[src/rtl/core/fms_pkg.sv]
// ----------------------------------------------------------------------------
// Flight mode supervisor package
// Mode and function codes, field widths and the word structs shared by the
// supervisor top level and its decision core.
// ----------------------------------------------------------------------------
`default_nettype none

package fms_pkg;

  // Flight modes, in the encoding the rest of the system assumes
  typedef enum logic [2:0] {
    MODE_SAFE   = 3'd0,
    MODE_PANIC  = 3'd1,
    MODE_MANUAL = 3'd2,
    MODE_CALIB  = 3'd3,
    MODE_YAW    = 3'd4,
    MODE_FULL   = 3'd5
  } mode_t;

  // Kind of input word, carried on tuser
  typedef enum logic [1:0] {
    FN_MODE_MSG    = 2'd0,
    FN_PANIC_CHECK = 2'd1,
    FN_FAULT       = 2'd2,
    FN_CALIB_DONE  = 2'd3
  } func_t;

  // Configuration register indexes
  localparam logic CFG_PANIC_HOLD = 1'b0;
  localparam logic CFG_CONFIRM    = 1'b1;

  localparam int unsigned CFG_DATA_W  = 32;
  localparam int unsigned NOW_W       = 32;
  localparam int unsigned CONFIRM_W   = 3;
  localparam int unsigned IN_DATA_W   = 80;  // 73 field bits padded to bytes
  localparam int unsigned IN_USER_W   = 2;
  localparam int unsigned OUT_DATA_W  = 8;   // 7 field bits padded to a byte

  localparam logic [CFG_DATA_W-1:0] PANIC_HOLD_RST = 32'd2000000;
  localparam logic [CONFIRM_W-1:0]  CONFIRM_RST    = 3'd3;

  // One input word as the core sees it
  typedef struct packed {
    func_t            func;
    logic [2:0]       req;
    logic [NOW_W-1:0] now;
    logic             neutral;
  } item_t;

  // One result word
  typedef struct packed {
    mode_t      mode;
    logic       calib;
    logic [2:0] led;
  } result_t;

endpackage

`default_nettype wire

[src/rtl/core/flight_mode_supervisor.sv]
// An accepted input word waits in the input register, passes the decision core and is
// registered in the result register, which presents it with m_axis_tvalid.
// Throughput: one word per cycle while the output is not stalled; input register, decision core, result register.
// The input register can refill while a result waits; the input side stalls once that
// register holds a word that cannot move on to the stalled result register.
// Reset (rst, synchronous): mode SAFE, calibration cleared, no panic stamp,
// panic_hold_us = 2000000, confirm_count = 3, both stages empty.
// ----------------------------------------------------------------------------
// Flight mode supervisor
// Streaming wrapper around the decision core with configuration registers.
// ----------------------------------------------------------------------------
`default_nettype none

module flight_mode_supervisor #(
  parameter int unsigned TIME_BITS = 32
) (
  input  wire                              clk,
  input  wire                              rst,
  // Configuration write port
  input  wire                              cfg_we,
  input  wire                              cfg_index,
  input  wire [fms_pkg::CFG_DATA_W-1:0]    cfg_data,
  // Input stream
  input  wire                              s_axis_tvalid,
  output logic                             s_axis_tready,
  // tdata: requested_mode[2:0], now_us[34:3], stick_lift[44:35],
  //        stick_roll[53:45], stick_pitch[62:54], stick_yaw[72:63], zero pad
  input  wire [fms_pkg::IN_DATA_W-1:0]     s_axis_tdata,
  // tuser: func[1:0]
  input  wire [fms_pkg::IN_USER_W-1:0]     s_axis_tuser,
  // Output stream
  output logic                             m_axis_tvalid,
  input  wire                              m_axis_tready,
  // tdata: current_mode[2:0], is_calibrated[3], led_code[6:4], zero pad
  output logic [fms_pkg::OUT_DATA_W-1:0]   m_axis_tdata
);
  import fms_pkg::*;

  logic [CFG_DATA_W-1:0] panic_hold_us;
  logic [CONFIRM_W-1:0]  confirm_count;

  logic                  in_valid;
  logic [IN_DATA_W-1:0]  in_data;
  logic [IN_USER_W-1:0]  in_user;
  logic                  advance;
  item_t                 item;
  result_t               result;

  // Configuration registers
  always_ff @(posedge clk) begin
    if (rst) begin
      panic_hold_us <= PANIC_HOLD_RST;
      confirm_count <= CONFIRM_RST;
    end else if (cfg_we) begin
      case (cfg_index)
        CFG_PANIC_HOLD: panic_hold_us <= cfg_data;
        CFG_CONFIRM:    confirm_count <= cfg_data[CONFIRM_W-1:0];
        default:        panic_hold_us <= panic_hold_us;
      endcase
    end
  end

  // Handshake: move a word forward when the result register is free
  assign advance       = in_valid && (!m_axis_tvalid || m_axis_tready);
  assign s_axis_tready = !in_valid || advance;

  // Input register
  always_ff @(posedge clk) begin
    if (rst) begin
      in_valid <= 1'b0;
    end else if (s_axis_tready) begin
      in_valid <= s_axis_tvalid;
    end
  end

  always_ff @(posedge clk) begin
    if (s_axis_tvalid && s_axis_tready) begin
      in_data <= s_axis_tdata;
      in_user <= s_axis_tuser;
    end
  end

  // Unpack the held word; sticks are neutral only when all are zero
  assign item.func    = func_t'(in_user);
  assign item.req     = in_data[2:0];
  assign item.now     = in_data[34:3];
  assign item.neutral = (in_data[72:35] == '0);

  fms_core #(
    .TIME_BITS(TIME_BITS)
  ) u_core (
    .clk           (clk),
    .rst           (rst),
    .step          (advance),
    .item          (item),
    .panic_hold_us (panic_hold_us),
    .confirm_count (confirm_count),
    .result        (result)
  );

  // Result register
  always_ff @(posedge clk) begin
    if (rst) begin
      m_axis_tvalid <= 1'b0;
    end else if (advance) begin
      m_axis_tvalid <= 1'b1;
    end else if (m_axis_tready) begin
      m_axis_tvalid <= 1'b0;
    end
  end

  always_ff @(posedge clk) begin
    if (advance) begin
      m_axis_tdata <= {1'b0, result.led, result.calib, 3'(result.mode)};
    end
  end

  // Unused padding bits of the input word
  logic unused_pad;
  assign unused_pad = ^in_data[IN_DATA_W-1:73];

endmodule

`default_nettype wire

[src/rtl/core/fms_core.sv]
// ----------------------------------------------------------------------------
// Flight mode supervisor decision core
// Holds the supervisor state and applies one input word per step: request
// confirmation, transition rules, panic timing and calibration tracking.
// ----------------------------------------------------------------------------
`default_nettype none

module fms_core #(
  parameter int unsigned TIME_BITS = 32
) (
  input  wire                              clk,
  input  wire                              rst,
  input  wire                              step,
  input  wire fms_pkg::item_t              item,
  input  wire [fms_pkg::CFG_DATA_W-1:0]    panic_hold_us,
  input  wire [fms_pkg::CONFIRM_W-1:0]     confirm_count,
  output fms_pkg::result_t                 result
);
  import fms_pkg::*;

  localparam int unsigned CMP_W = (TIME_BITS > NOW_W) ? TIME_BITS : NOW_W;

  // State registers
  mode_t                mode;
  logic [2:0]           last_req;
  logic [2:0]           rep_cnt;
  logic                 checking;
  logic                 calib;
  logic [TIME_BITS-1:0] stamp;
  logic                 stamp_valid;

  mode_t                mode_next;
  logic [2:0]           last_req_next;
  logic [2:0]           rep_cnt_next;
  logic                 checking_next;
  logic                 calib_next;
  logic [TIME_BITS-1:0] stamp_next;
  logic                 stamp_valid_next;

  logic                 apply;
  logic [2:0]           target;
  logic [CMP_W-1:0]     now_wide;
  logic [TIME_BITS-1:0] now_t;
  logic [TIME_BITS-1:0] elapsed;
  logic                 hold_done;
  logic                 req_ok;

  // Time stamp arithmetic, modulo 2^TIME_BITS
  assign now_wide  = CMP_W'(item.now);
  assign now_t     = now_wide[TIME_BITS-1:0];
  assign elapsed   = now_t - stamp;
  assign hold_done = CMP_W'(elapsed) > CMP_W'(panic_hold_us);
  assign req_ok    = item.req <= 3'(MODE_FULL);

  // Next state for the word in hand
  always_comb begin
    mode_next        = mode;
    last_req_next    = last_req;
    rep_cnt_next     = rep_cnt;
    checking_next    = checking;
    calib_next       = calib;
    stamp_next       = stamp;
    stamp_valid_next = stamp_valid;
    apply            = 1'b0;
    target           = 3'(MODE_SAFE);

    case (item.func)
      FN_MODE_MSG: begin
        // Track repeated requests
        if (req_ok && mode != MODE_PANIC) begin
          checking_next = item.req != 3'(mode);
          if (checking_next && item.req == last_req) begin
            rep_cnt_next = rep_cnt + 3'd1;
          end else begin
            rep_cnt_next = 3'd0;
          end
          last_req_next = item.req;
        end
        // Confirmed: try the change and restart tracking
        if (rep_cnt_next == confirm_count) begin
          apply         = 1'b1;
          target        = item.req;
          checking_next = 1'b0;
          rep_cnt_next  = 3'd0;
        end
      end
      FN_PANIC_CHECK: begin
        apply  = mode == MODE_PANIC;
        target = 3'(MODE_SAFE);
      end
      FN_FAULT: begin
        apply  = mode != MODE_SAFE;
        target = 3'(MODE_PANIC);
      end
      FN_CALIB_DONE: begin
        if (mode == MODE_CALIB) begin
          calib_next = 1'b1;
          mode_next  = MODE_SAFE;
        end
      end
      default: begin
        apply = 1'b0;
      end
    endcase

    // Transition rules
    if (apply && target != 3'(mode)) begin
      case (mode)
        MODE_SAFE: begin
          if (item.neutral) begin
            if (target == 3'(MODE_MANUAL) || target == 3'(MODE_CALIB)) begin
              mode_next = mode_t'(target);
            end else if ((target == 3'(MODE_YAW) || target == 3'(MODE_FULL)) && calib) begin
              mode_next = mode_t'(target);
            end
          end
        end
        MODE_PANIC: begin
          if (target == 3'(MODE_SAFE) && stamp_valid && hold_done) begin
            mode_next        = MODE_SAFE;
            stamp_next       = '0;
            stamp_valid_next = 1'b0;
          end
        end
        MODE_MANUAL, MODE_YAW, MODE_FULL: begin
          if (target == 3'(MODE_PANIC) || target == 3'(MODE_SAFE)) begin
            if (mode != MODE_MANUAL) begin
              calib_next = 1'b0;
            end
            mode_next        = MODE_PANIC;
            stamp_next       = now_t;
            stamp_valid_next = 1'b1;
          end
        end
        MODE_CALIB: begin
          if (target == 3'(MODE_SAFE) || target == 3'(MODE_PANIC)) begin
            mode_next = MODE_SAFE;
          end
        end
        default: begin
          mode_next = MODE_PANIC;
        end
      endcase
    end
  end

  // Advance state on each word
  always_ff @(posedge clk) begin
    if (rst) begin
      mode        <= MODE_SAFE;
      last_req    <= 3'd0;
      rep_cnt     <= 3'd0;
      checking    <= 1'b0;
      calib       <= 1'b0;
      stamp       <= '0;
      stamp_valid <= 1'b0;
    end else if (step) begin
      mode        <= mode_next;
      last_req    <= last_req_next;
      rep_cnt     <= rep_cnt_next;
      checking    <= checking_next;
      calib       <= calib_next;
      stamp       <= stamp_next;
      stamp_valid <= stamp_valid_next;
    end
  end

  // Result for this word
  assign result.mode  = mode_next;
  assign result.calib = calib_next;
  assign result.led   = 3'(mode_next) + 3'd1;

endmodule

`default_nettype wire

[config.mk]
export PLATFORM = sky130hd
export DESIGN_NAME = flight_mode_supervisor
export DESIGN_NICKNAME = d
export VERILOG_FILES = /design/src/rtl/core/fms_pkg.sv /design/src/rtl/core/flight_mode_supervisor.sv /design/src/rtl/core/fms_core.sv
export SDC_FILE = /design/constraint.sdc
export NUM_CORES = 1
export LEC_CHECK = 0
export BUFFER_PORTS_ARGS = -buffer_cell sky130_fd_sc_hd__buf_2
export CAP_MARGIN = 20
export CORE_MARGIN = 2
export CORE_UTILIZATION = 55
export DETAILED_ROUTE_END_ITERATION = 10
export PLACE_DENSITY_LB_ADDON = 0.05
export SYNTH_ARGS = -nofsm -noshare
export SYNTH_HDL_FRONTEND = slang
export SYNTH_HIERARCHICAL = 1
export SYNTH_SLANG_ARGS = --single-unit
[constraint.sdc]
create_clock -name clk -period 9.9 [get_ports clk]
set_input_delay 0.99 -clock clk [delete_from_list [all_inputs] [get_ports clk]]
set_output_delay 0.99 -clock clk [all_outputs]
set_load 0.1 [all_outputs]
==> results of run 1 <==
## state kept, by name, summed over array words and instances (netlist names)
signal	count
u_core/last_req	3
m_axis_tvalid	1
u_core/stamp	32
u_core/stamp_valid	1
in_valid	1
confirm_count	3
u_core/rep_cnt	3
u_core/mode	3
m_axis_tdata	7
panic_hold_us	32
in_data	73
u_core/calib	1
in_user	2
## area by class of cell
type / count / share of cell area [%]
Clock buffer: 17 / 4.135
Multi-Input combinational cell: 635 / 42.26
Sequential cell: 162 / 39.50
Tap cell: 216 / 2.627
Inverter: 82 / 2.992
Timing Repair Buffer: 127 / 6.518
Clock inverter: 15 / 1.970
## cells by family (layout without fill, tap and decap cells)
family | count (synthesis) | count (layout) | share of synthesized area (%)
compound gates | 219 | 219 | 16.38
xor+xnor | 34 | 34 | 3.330
fa+ha+maj | 66 | 66 | 9.317
buf+inv | 117 | 241 | 6.211
flops | 162 | 162 | 45.44
mux | 4 | 4 | 0.4477
other cells | 1 | 1 | 0.04193
simple gates | 311 | 311 | 18.83
## where the power goes
group	switching, uW	internal, uW
sequential	15.2	734
combinational	115	84.8
clock	320	368
## metrics by stage
stage / hold slack [ns] / total power [uW] / instances
2_1_floorplan: 0.4363 / 903.7 / 914
3_3_place_gp: 0.4429 / 958.3 / 1221
3_5_place_dp: 0.4483 / 962.1 / 1221
4_1_cts: 0.4580 / 1651 / 1253
5_1_grt: 0.4738 / 1712 / 1254
6_report: 0.4552 / 1637 / 1254
## placed cells by master (no fill, tap or decap), types with 4 or more instances in the layout
cell type    n
o21ai_2     22
inv_1       82
o211ai_1     4
edfxtp_1    82
inv_8        5
a21o_1      14
ha_1        65
o21ai_1      9
nand2_1    130
xnor2_1     23
nand3_1     13
o31ai_1      5
nor2b_1     13
mux2i_1      4
clkbuf_16   17
o21bai_1     5
nor4_1      12
nand4_1      9
buf_2      121
clkinv_8     5
nand3b_1    11
buf_4        5
o21a_1       5
a31oi_1      6
xor2_1      11
nor2_1      49
nor3_1       9
o2111ai_1    5
inv_6        4
a21oi_1     73
nand2b_1     8
nand3b_2    28
dfxtp_1     80
o21ai_0     33
## synth_stat cells (6+ instances only)
library cell    n
o21ai_2        22
edfxtp_1       82
inv_1          82
nand4_1         9
nand2_1       130
nand3b_2       28
nand3b_1       11
ha_1           65
xor2_1         11
o21ai_0        33
o21ai_1         9
nor4_1         12
a31oi_1         6
nor3_1          9
nand2b_1        8
clkbuf_1       16
a21oi_1        74
nor2b_1        15
nand3_1        13
buf_6          14
xnor2_1        23
a21o_1         14
dfxtp_1        80
nor2_1         49
## layer usage
layer / up-vias / part of all wire (%) / track usage (%)
li1: 3468 / - / -
met1: 3125 / 49 / 31.85
met2: 162 / 46 / 35.43
met3: 12 / 4.3 / 4.360
met4: 0 / 0.98 / 6.461
met5: - / 0 / 0
## tightest hold or removal path, cell delays in order, from the launching register on
cell and delay (ns):
dfxtp_1 0.31, nand2_1 0.05, a21oi_1 0.05
## worst max path at each step
stage | from | end | slack [ns] | depth (start not counted)
CTS | in_data[4] | u_core/stamp[15] | 3.25 | 21
global placement | in_data[4] | u_core/stamp[13] | 3.45 | 21
global route | in_data[4] | u_core/stamp[15] | 3.22 | 22
detailed placement | in_data[4] | u_core/stamp[15] | 3.33 | 21
floorplan | in_data[4] | m_axis_tdata[6] | 4.63 | 23
finish | in_data[4] | u_core/stamp[14] | 3.64 | 22
==> reports/metrics.csv, run 1 <==
stage,metric,value,unit
synth,synth top area cells,"edfxtp_1, dfxtp_1, ha_1, nand2_1, a21oi_1",
cells_and_area,Reg area,4064,um^2
cells_and_area,area of the multi-input gates,4348,um^2
synth,post-synthesis register bit count,162,
clock_tree,clock root buffer,clkbuf_16,
setup_path,Crit Path Class,reg -> reg,
min_path,worst min-delay path startpoint,panic_hold_us[21],
setup_path,FF-to-FF Start,in_data[4],
synth,syn_nets,1100,
min_path,Hold Path End,panic_hold_us[21],
global_routing,pin count of the biggest net entering global routing,83,
setup_path,Crit Path Max Fanout,45,
global_routing,GRT Total Usage,22.57,%
min_path,worst min path class,reg -> reg,
min_path,hold path depth,2,
setup_path,CP required,10.21,ns
placement,I/O Buffers,121,
sta,final worst-path cycle share,63.22,%
global_routing,global route overflow,0,
run,maxcap violations,0,
clock_tree,postcts setup bufs,0,
setup_path,Critical Path Sink Type,flop,
setup_path,element type at the critical path start,flop,
clock_tree,Post-CTS Resized,0,
synth,Synth area leader,edfxtp_1,
setup_path,CP bufs+invs,1,
global_routing,number of antenna violations at the first check in global routing,0,
drt,drt initial violations,457,
synth,post-synthesis cell area,8944,um^2
drt,final WL,18.85,mm
clock_tree,Worst-Skew Late Latency,0.44,ns
synth,"EDFF count, synth",82,
cells_and_area,layout cells sized above 1,21.97,%
clock_tree,clock sinks,162,
drt,final antenna-violating net count,0,
floorplanning,Die X,131.5,um
sta,worst slew pin tran,0.8931,ns
drt,DRC viols,0,
clock_tree,CTS tree,yes,
setup_path,crit-path cells,ha_1 -> nor2b_1 -> o21a_1 -> o21ai_0 -> a21oi_1 -> or3_1 -> a31oi_1 -> o31a_1 -> a211oi_1 -> a311oi_1 -> xnor2_1 -> ha_1 -> nand4_1 -> or2_2 -> o221ai_1 -> a21oi_1 -> or4b_1 -> o21ai_1 -> nand3_4 -> buf_16 -> nand3b_1 -> o21ai_0,
placement,DP Worst Slack,3.332,ns
sta,fin worst setup slack,3.641,ns
drt,vias post-DR,6767,
clock_tree,clock slew at reported path FFs,0.07,ns
global_routing,vias in the first global route,6424,
outcome,status,"complete, no violations",
setup_path,worst reg2reg path depth,22,
floorplanning,Initial Util,56.30,%
clock_tree,Hold Buf Count CTS,0,
setup_path,peak per-stage delay on the critical path,0.54,ns
clock_tree,# H-tree levels,4,
placement,DP HPWL,13.06,mm
sta,min Tclk post-route,6.259,ns
synth,Async SR Flop Fraction,0,%
floorplanning,I/O pin total,130,
placement,gpl congestion,0.8076,
setup_path,CP max stage cell,or4b_1,
setup_path,RR Endpoint,u_core/stamp[14],
drt,Avg Vias per Cell,5.396,
floorplanning,Rows,46,
pwr,Pwr per Cell Area,159.1,nW/um^2
synth,sequential area share after synthesis,45.44,%
sta,Clock Skew,0.01212,ns
cells_and_area,area growth from synthesis to layout,15.04,%
synth,top cell type's share of synthesized area,27.53,%
clock_tree,clk buf depth,2,
pwr,static leakage,0.003919,uW
sta,number of setup violations in the final report,0,
sta,setup_tns,0,ns
cells_and_area,antenna diode count,0,
synth,Syn Inst Count,914,
synth,"Top FF cell, synth",edfxtp_1,
synth,yosys warns,6,
sta,"Hold Violations, Final",0,
floorplanning,Core Area,15890,um^2
floorplanning,Die Footprint,17300,um^2
sta,Max-slew headroom,40.33,%
setup_path,"CP delay by family, top",compound AO/OA/AOI/OAI gates,
pwr,Peak VDD IR,0.1274,mV
sta,fin. max-slew vios,0,
setup_path,"setup slack, reg-to-reg",3.64,ns
drt,Routed wire per std cell,15.03,um
cells_and_area,fin util,64.77,%
cells_and_area,design area,10290,um^2
synth,syn avg cell area,9.785,um^2
sta,RSZ-0062 raised after global routing,no,
cells_and_area,fill count,1385,
drt,drt pass-1 iters,5,
synth,Yosys cell types,76,
placement,dpl cell area,9633,um^2
clock_tree,total CTS buffers,17,
floorplanning,chip height,131.5,um
cells_and_area,fin nets,1211,
global_routing,first-pass GRT wire length,31.55,mm
setup_path,Worst EP arrival,6.57,ns
sta,FMAX,0.1598,GHz
Power figures use the tool's default switching activity.
==> run 2: changes to the inputs <==
- ABC_AREA: not set -> 1
- clock period: 9.9 -> 6.07 ns (I/O delays scaled with it)
==> reports/metrics.csv, run 2 <==
stage,metric,value,unit
floorplanning,chip height,132.2,um
synth,Async SR Flop Fraction,0,%
clock_tree,CTS tree,yes,
synth,top cell type's share of synthesized area,27.23,%
synth,post-synthesis cell area,9044,um^2
sta,Worst Hold Margin,0.3498,ns
placement,I/O Buffers,121,
floorplanning,Rows,46,
drt,met3 WL,736,um
clock_tree,clk buf depth,2,
drt,DR top layer,met4,
sta,setup_tns,0,ns
sta,RSZ-0062 raised after global routing,no,
global_routing,global route overflow,0,
min_path,worst min path class,in -> reg,
clock_tree,# H-tree levels,4,
synth,synth top area cells,"edfxtp_1, dfxtp_1, ha_1, nand2_1, inv_1",
sta,worst slew pin tran,0.9003,ns
run,maxcap violations,0,
synth,sequential area share after synthesis,44.94,%
global_routing,vias in the first global route,6510,
cells_and_area,design area,10260,um^2
synth,Yosys cell types,47,
setup_path,Crit Path Class,reg -> reg,
pwr,Peak VDD IR,0.1902,mV
floorplanning,Core Area,16000,um^2
sta,Max-slew headroom,39.98,%
synth,syn_nets,1211,
sta,FMAX,0.1945,GHz
clock_tree,clock sinks,162,
drt,Avg Vias per Cell,5.063,
drt,drt pass-1 iters,5,
cells_and_area,"commonest non-fill, non-tap cell in the layout",nand2_1,
synth,syn avg cell area,8.823,um^2
setup_path,Crit Path Max Fanout,3,
clock_tree,clock slew at reported path FFs,0.07,ns
synth,"Top FF cell, synth",edfxtp_1,
placement,DP HPWL,13.51,mm
floorplanning,I/O pin total,130,
setup_path,Critical Path Sink Type,flop,
setup_path,CP most frequent cell,nand2_1,
sta,min Tclk post-route,5.141,ns
synth,yosys warns,6,
cells_and_area,layout cells sized above 1,21.51,%
floorplanning,Die Footprint,17480,um^2
cells_and_area,fill count,1441,
cells_and_area,register with the most flip-flops,in_data,
global_routing,first-pass GRT wire length,31.25,mm
clock_tree,Post-CTS Resized,0,
synth,most frequent cell after synthesis,nand2_1,
setup_path,CP required,6.24,ns
pwr,Pwr per Cell Area,258.0,nW/um^2
synth,Synth area leader,edfxtp_1,
sta,fin. max-slew vios,0,
global_routing,pin count of the biggest net entering global routing,76,
global_routing,GRT Total Usage,22.25,%
drt,vias post-DR,6931,
drt,Routed wire per std cell,13.63,um
drt,final WL,18.66,mm
outcome,status,"complete, no violations",
cells_and_area,most frequent cells in the layout,"nand2_1, inv_1, buf_2, nor2_1, edfxtp_1",
synth,post-synthesis register bit count,162,
synth,synth cell count leaders,"nand2_1, inv_1, nor2_1",
placement,dpl cell area,9712,um^2
synth,Syn Inst Count,1025,
sta,final worst-path cycle share,84.69,%
global_routing,number of antenna violations at the first check in global routing,0,
cells_and_area,number of flip-flops in the largest register,73,
drt,final antenna-violating net count,0,
clock_tree,Hold Buf Count CTS,0,
sta,number of setup violations in the final report,0,
clock_tree,postcts setup bufs,0,
drt,met1 WL,9.449,mm
clock_tree,Worst-Skew Late Latency,0.42,ns
setup_path,CP max stage cell,edfxtp_1,
floorplanning,Initial Util,56.52,%
synth,"EDFF count, synth",82,
placement,gpl congestion,0.9027,
cells_and_area,fin nets,1326,
clock_tree,clock root buffer,clkbuf_16,
setup_path,Worst EP arrival,5.31,ns
sta,"Hold Violations, Final",0,
floorplanning,Die X,132.2,um
setup_path,element type at the critical path start,flop,
drt,DRC viols,0,
drt,drt initial violations,471,
pwr,static leakage,0.004399,uW
sta,Clock Skew,0.008299,ns
clock_tree,total CTS buffers,17,
cells_and_area,antenna diode count,0,
cells_and_area,top flop regs,"in_data: 73 flops, panic_hold_us: 32 flops, u_core/stamp: 32 flops",
cells_and_area,area growth from synthesis to layout,13.43,%
drt,met2 wire len,8.300,mm
setup_path,peak per-stage delay on the critical path,0.40,ns
## run 2: cell count changes after synthesis, moves of 20 or more
cell      delta
nor2_1      +64
inv_1       +44
nand2_1     +42
nand3_1     +31
nand3b_2    -28
nand4_2     +20
o21ai_2     -20
## run 2: worst paths after layout
check | start | slack, ns | depth (start not counted) | endpoint
max | in_data[3] | 0.93 | 37 | m_axis_tdata[6]
min reg2reg | panic_hold_us[19] | 0.46 | 2 | panic_hold_us[19]
max reg2reg | in_data[3] | 0.93 | 37 | m_axis_tdata[6]
min | s_axis_tdata[46] | 0.35 | 1 | in_data[46]
## run 2: power by group
part	switching, uW	internal [uW]	total (uW)
Combinational	268	144	411
Clock	461	535	996
Sequential	31.2	1210	1240
Total	761	1890	2650
## run 2: critical path: cells and delay by family (launching register included)
kind                       cells  cell delay [ns]
AOI/OAI and AO/OA              2             0.30
xor gates and xnor gates       2             0.34
adders and majority gates      4             1.03
buffers and inverters          3             0.21
DFF                            1             0.40
and+or+nand+nor               26             2.59
## run 2: final cells by class
cell class / instances / area (um^2) / area share (%)
clock buffer: 18 / 429.2 / 4.183
clock inverter: 14 / 117.6 / 1.146
sequential: 162 / 4064 / 39.61
multi-input combinational: 699 / 4228 / 41.21
inverter: 133 / 499.2 / 4.866
tap: 216 / 270.3 / 2.634
timing repair buffer: 127 / 650.6 / 6.342
## run 2: metal layers
metal,GRT usage (%),up-vias
li1,-,3660
met1,32.11,3111
met2,34.32,148
met3,4.191,12
met4,6.332,0
met5,0,-
## run 2: logic make-up (layout without fill, tap and decap cells)
logic type / after synthesis / after routing / share of synthesized area (%)
xor+xnor: 35 / 35 / 3.390
buf+inv: 164 / 292 / 8.315
other cells: 1 / 1 / 0.04147
fa+ha+maj: 66 / 66 / 9.214
compound gates: 174 / 174 / 11.18
simple gates: 423 / 423 / 22.92
flops: 162 / 162 / 44.94
## run 2: stage by stage
stage / total power (uW) / setup WS, ns / util (%) / instances
final: 2647 / 0.9293 / 64.11 / 1369
after global placement: 1667 / 1.000 / 60.70 / 1337
after CTS: 2674 / 0.9092 / 64.11 / 1369
after floorplan: 1564 / 1.639 / - / 1025
after detailed placement: 1673 / 0.9195 / 60.70 / 1337
after global routing: 2780 / 0.4012 / 64.11 / 1369
==> run 3: changes to the inputs <==
- CORE_UTILIZATION: 55 -> 52
- clock period: 6.07 -> 4.26 ns (I/O delays scaled with it)
==> reports/metrics.csv, run 3 (same netlist as run 2, synthesis figures left out) <==
stage,metric,value,unit
cells_and_area,area of the multi-input gates,4388,um^2
sta,fin. max-slew vios,0,
cells_and_area,area growth from synthesis to layout,25.13,%
setup_path,Worst EP arrival,4.77,ns
setup_path,Crit Path Max Fanout,3,
pwr,combinational power share,18.0,%
cells_and_area,register with the most flip-flops,in_data,
min_path,hold path depth,1,
placement,gpl congestion,0.9378,
cells_and_area,Reg area,4064,um^2
global_routing,GRT Total Usage,23.34,%
setup_path,"CP delay by family, top",simple AND/OR/NAND/NOR gates,
global_routing,pin count of the biggest net entering global routing,58,
outcome,failing checks,negative setup slack,
cells_and_area,antenna diode count,0,
setup_path,"setup slack, reg-to-reg",-0.34,ns
pwr,sequential power share,43.5,%
drt,Routed wire per std cell,14.42,um
sta,FMAX,0.2173,GHz
clock_tree,clock slew at reported path FFs,0.08,ns
global_routing,first-pass GRT wire length,33.95,mm
sta,Worst Hold Margin,0.1580,ns
pwr,power share of the clock group,38.5,%
floorplanning,Rows,48,
drt,final antenna-violating net count,0,
setup_path,CP max stage cell,edfxtp_1,
run,maxcap violations,0,
clock_tree,total CTS buffers,17,
setup_path,RR Endpoint,m_axis_tdata[6],
sta,min Tclk post-route,4.602,ns
setup_path,Crit Path Class,reg -> reg,
clock_tree,clock sinks,162,
pwr,Peak VDD IR,0.3972,mV
drt,drt initial violations,434,
placement,I/O Buffers,121,
cells_and_area,"commonest non-fill, non-tap cell in the layout",nand2_1,
setup_path,Crit. Startpoint,in_data[3],
placement,DP HPWL,14.70,mm
setup_path,worst reg2reg path depth,37,
cells_and_area,most frequent cells in the layout,"nand2_1, inv_1, buf_2, nor2_1, buf_4",
floorplanning,Die X,135.9,um
floorplanning,Core Area,17180,um^2
sta,"Hold Violations, Final",0,
cells_and_area,number of flip-flops in the largest register,73,
pwr,static leakage,0.004946,uW
floorplanning,Initial Util,52.65,%
drt,drt pass-1 iters,5,
clock_tree,Worst-Skew Late Latency,0.44,ns
floorplanning,I/O pin total,130,
cells_and_area,layout cells sized above 1,30.74,%
sta,fin worst setup slack,-0.3421,ns
floorplanning,chip height,135.9,um
setup_path,peak per-stage delay on the critical path,0.39,ns
setup_path,FF-to-FF Start,in_data[3],
global_routing,number of antenna violations at the first check in global routing,0,
setup_path,CP required,4.43,ns
drt,DRC viols,0,
cells_and_area,fill count,1410,
drt,final WL,21.26,mm
pwr,sw power,1232,uW
min_path,worst min path class,in -> reg,
sta,RSZ-0062 raised after global routing,yes,
pwr,Pwr per Cell Area,358.1,nW/um^2
min_path,worst min-delay path startpoint,s_axis_tdata[4],
drt,vias post-DR,7473,
pwr,Net Sw Frac,30.40,%
sta,setup_tns,-10.30,ns
min_path,Hold Path End,in_data[4],
setup_path,CP bufs+invs,3,
clock_tree,clock root buffer,clkbuf_16,
sta,final worst-path cycle share,108.0,%
clock_tree,Hold Buf Count CTS,0,
global_routing,global route overflow,0,
cells_and_area,top flop regs,"in_data: 73 flops, panic_hold_us: 32 flops, u_core/stamp: 32 flops",
sta,Max-slew headroom,53.23,%
pwr,Int Power,2820,uW
clock_tree,CTS tree,yes,
setup_path,element type at the critical path start,flop,
sta,Clock Skew,0.01695,ns
floorplanning,Die Footprint,18460,um^2
setup_path,Critical Path Sink Type,flop,
sta,worst slew pin tran,0.6998,ns
sta,number of setup violations in the final report,38,
clock_tree,# H-tree levels,4,
global_routing,vias in the first global route,6967,
clock_tree,clk buf depth,2,
outcome,status,"finished, violations left",
drt,Avg Vias per Cell,5.070,
cells_and_area,fin util,65.88,%
cells_and_area,fin nets,1422,
run 3: changes by cell type in the layout (fill, tap and decap cells not counted), sizes merged:
cell | before | now
clkbuf | 18 | 19
buf | 127 | 220
clkinv | 6 | 8
clkinvlp | 1 | 0
nand2 | 193 | 194
run 3: layout make-up:
cell class | instances | share of cell area, %
Sequential cell | 162 | 35.91
Timing Repair Buffer | 222 | 12.94
Tap cell | 225 | 2.488
Clock inverter | 15 | 1.714
Clock buffer | 17 | 3.759
Multi-Input combinational cell | 700 | 38.78
Inverter | 133 | 4.412
run 3: worst reg2reg max path, delay by kind of cell (launching register included):
kind	cells	cell delay (ns)
AOI/OAI and AO/OA	2	0.18
buffers and inverters	3	0.16
xor gates and xnor gates	2	0.31
DFF	1	0.39
adders and majority gates	4	0.94
and+or+nand+nor	26	2.37
run 3: how the worst max path moves through the flow:
stage / end / depth (start not counted) / slack, ns
global placement: m_axis_tdata[6] / 25 / -0.51
floorplan: m_axis_tdata[6] / 37 / -0.08
finish: m_axis_tdata[6] / 37 / -0.34
CTS: u_core/stamp[11] / 37 / -0.26
detailed placement: m_axis_tdata[6] / 25 / -0.49
global route: m_axis_tdata[6] / 37 / -0.69
run 3: power groups by stage:
stage	Combinational, uW	Clock (uW)	Sequential (uW)
global placement	645	0	1800
global route	810	1660	1770
floorplan	410	0	1820
finish	728	1560	1760
detailed placement	652	0	1800
CTS	699	1600	1760
run 3: metal layers:
layer,wire length [um],part of all wire (%),track usage [%],vias to the layer above
met2,9505,45,36.31,190
met5,0,0,0,-
met1,10460,49,34.08,3406
met3,1050,4.9,3.878,18
met4,240,1.1,5.729,0
li1,-,-,-,3859
run 3: metrics by stage:
stage | area, um^2 | instances | setup slack (ns) | total power [uW]
after detailed placement | 10270 | 1414 | -0.4876 | 2451
after global routing | 11320 | 1474 | -0.6896 | 4238
after CTS | 11140 | 1466 | -0.2577 | 4061
final | 11320 | 1474 | -0.3421 | 4052
after floorplan | 9066 | 1025 | -0.08085 | 2231
after global placement | 10270 | 1414 | -0.5111 | 2442
run 3: repair_timing:
item	4_1_cts	5_1_grt
resized for setup	24	24
pin swaps	22	23
buffers inserted	21	7
gates cloned	1	3
endpoints found under the setup margin	38	38
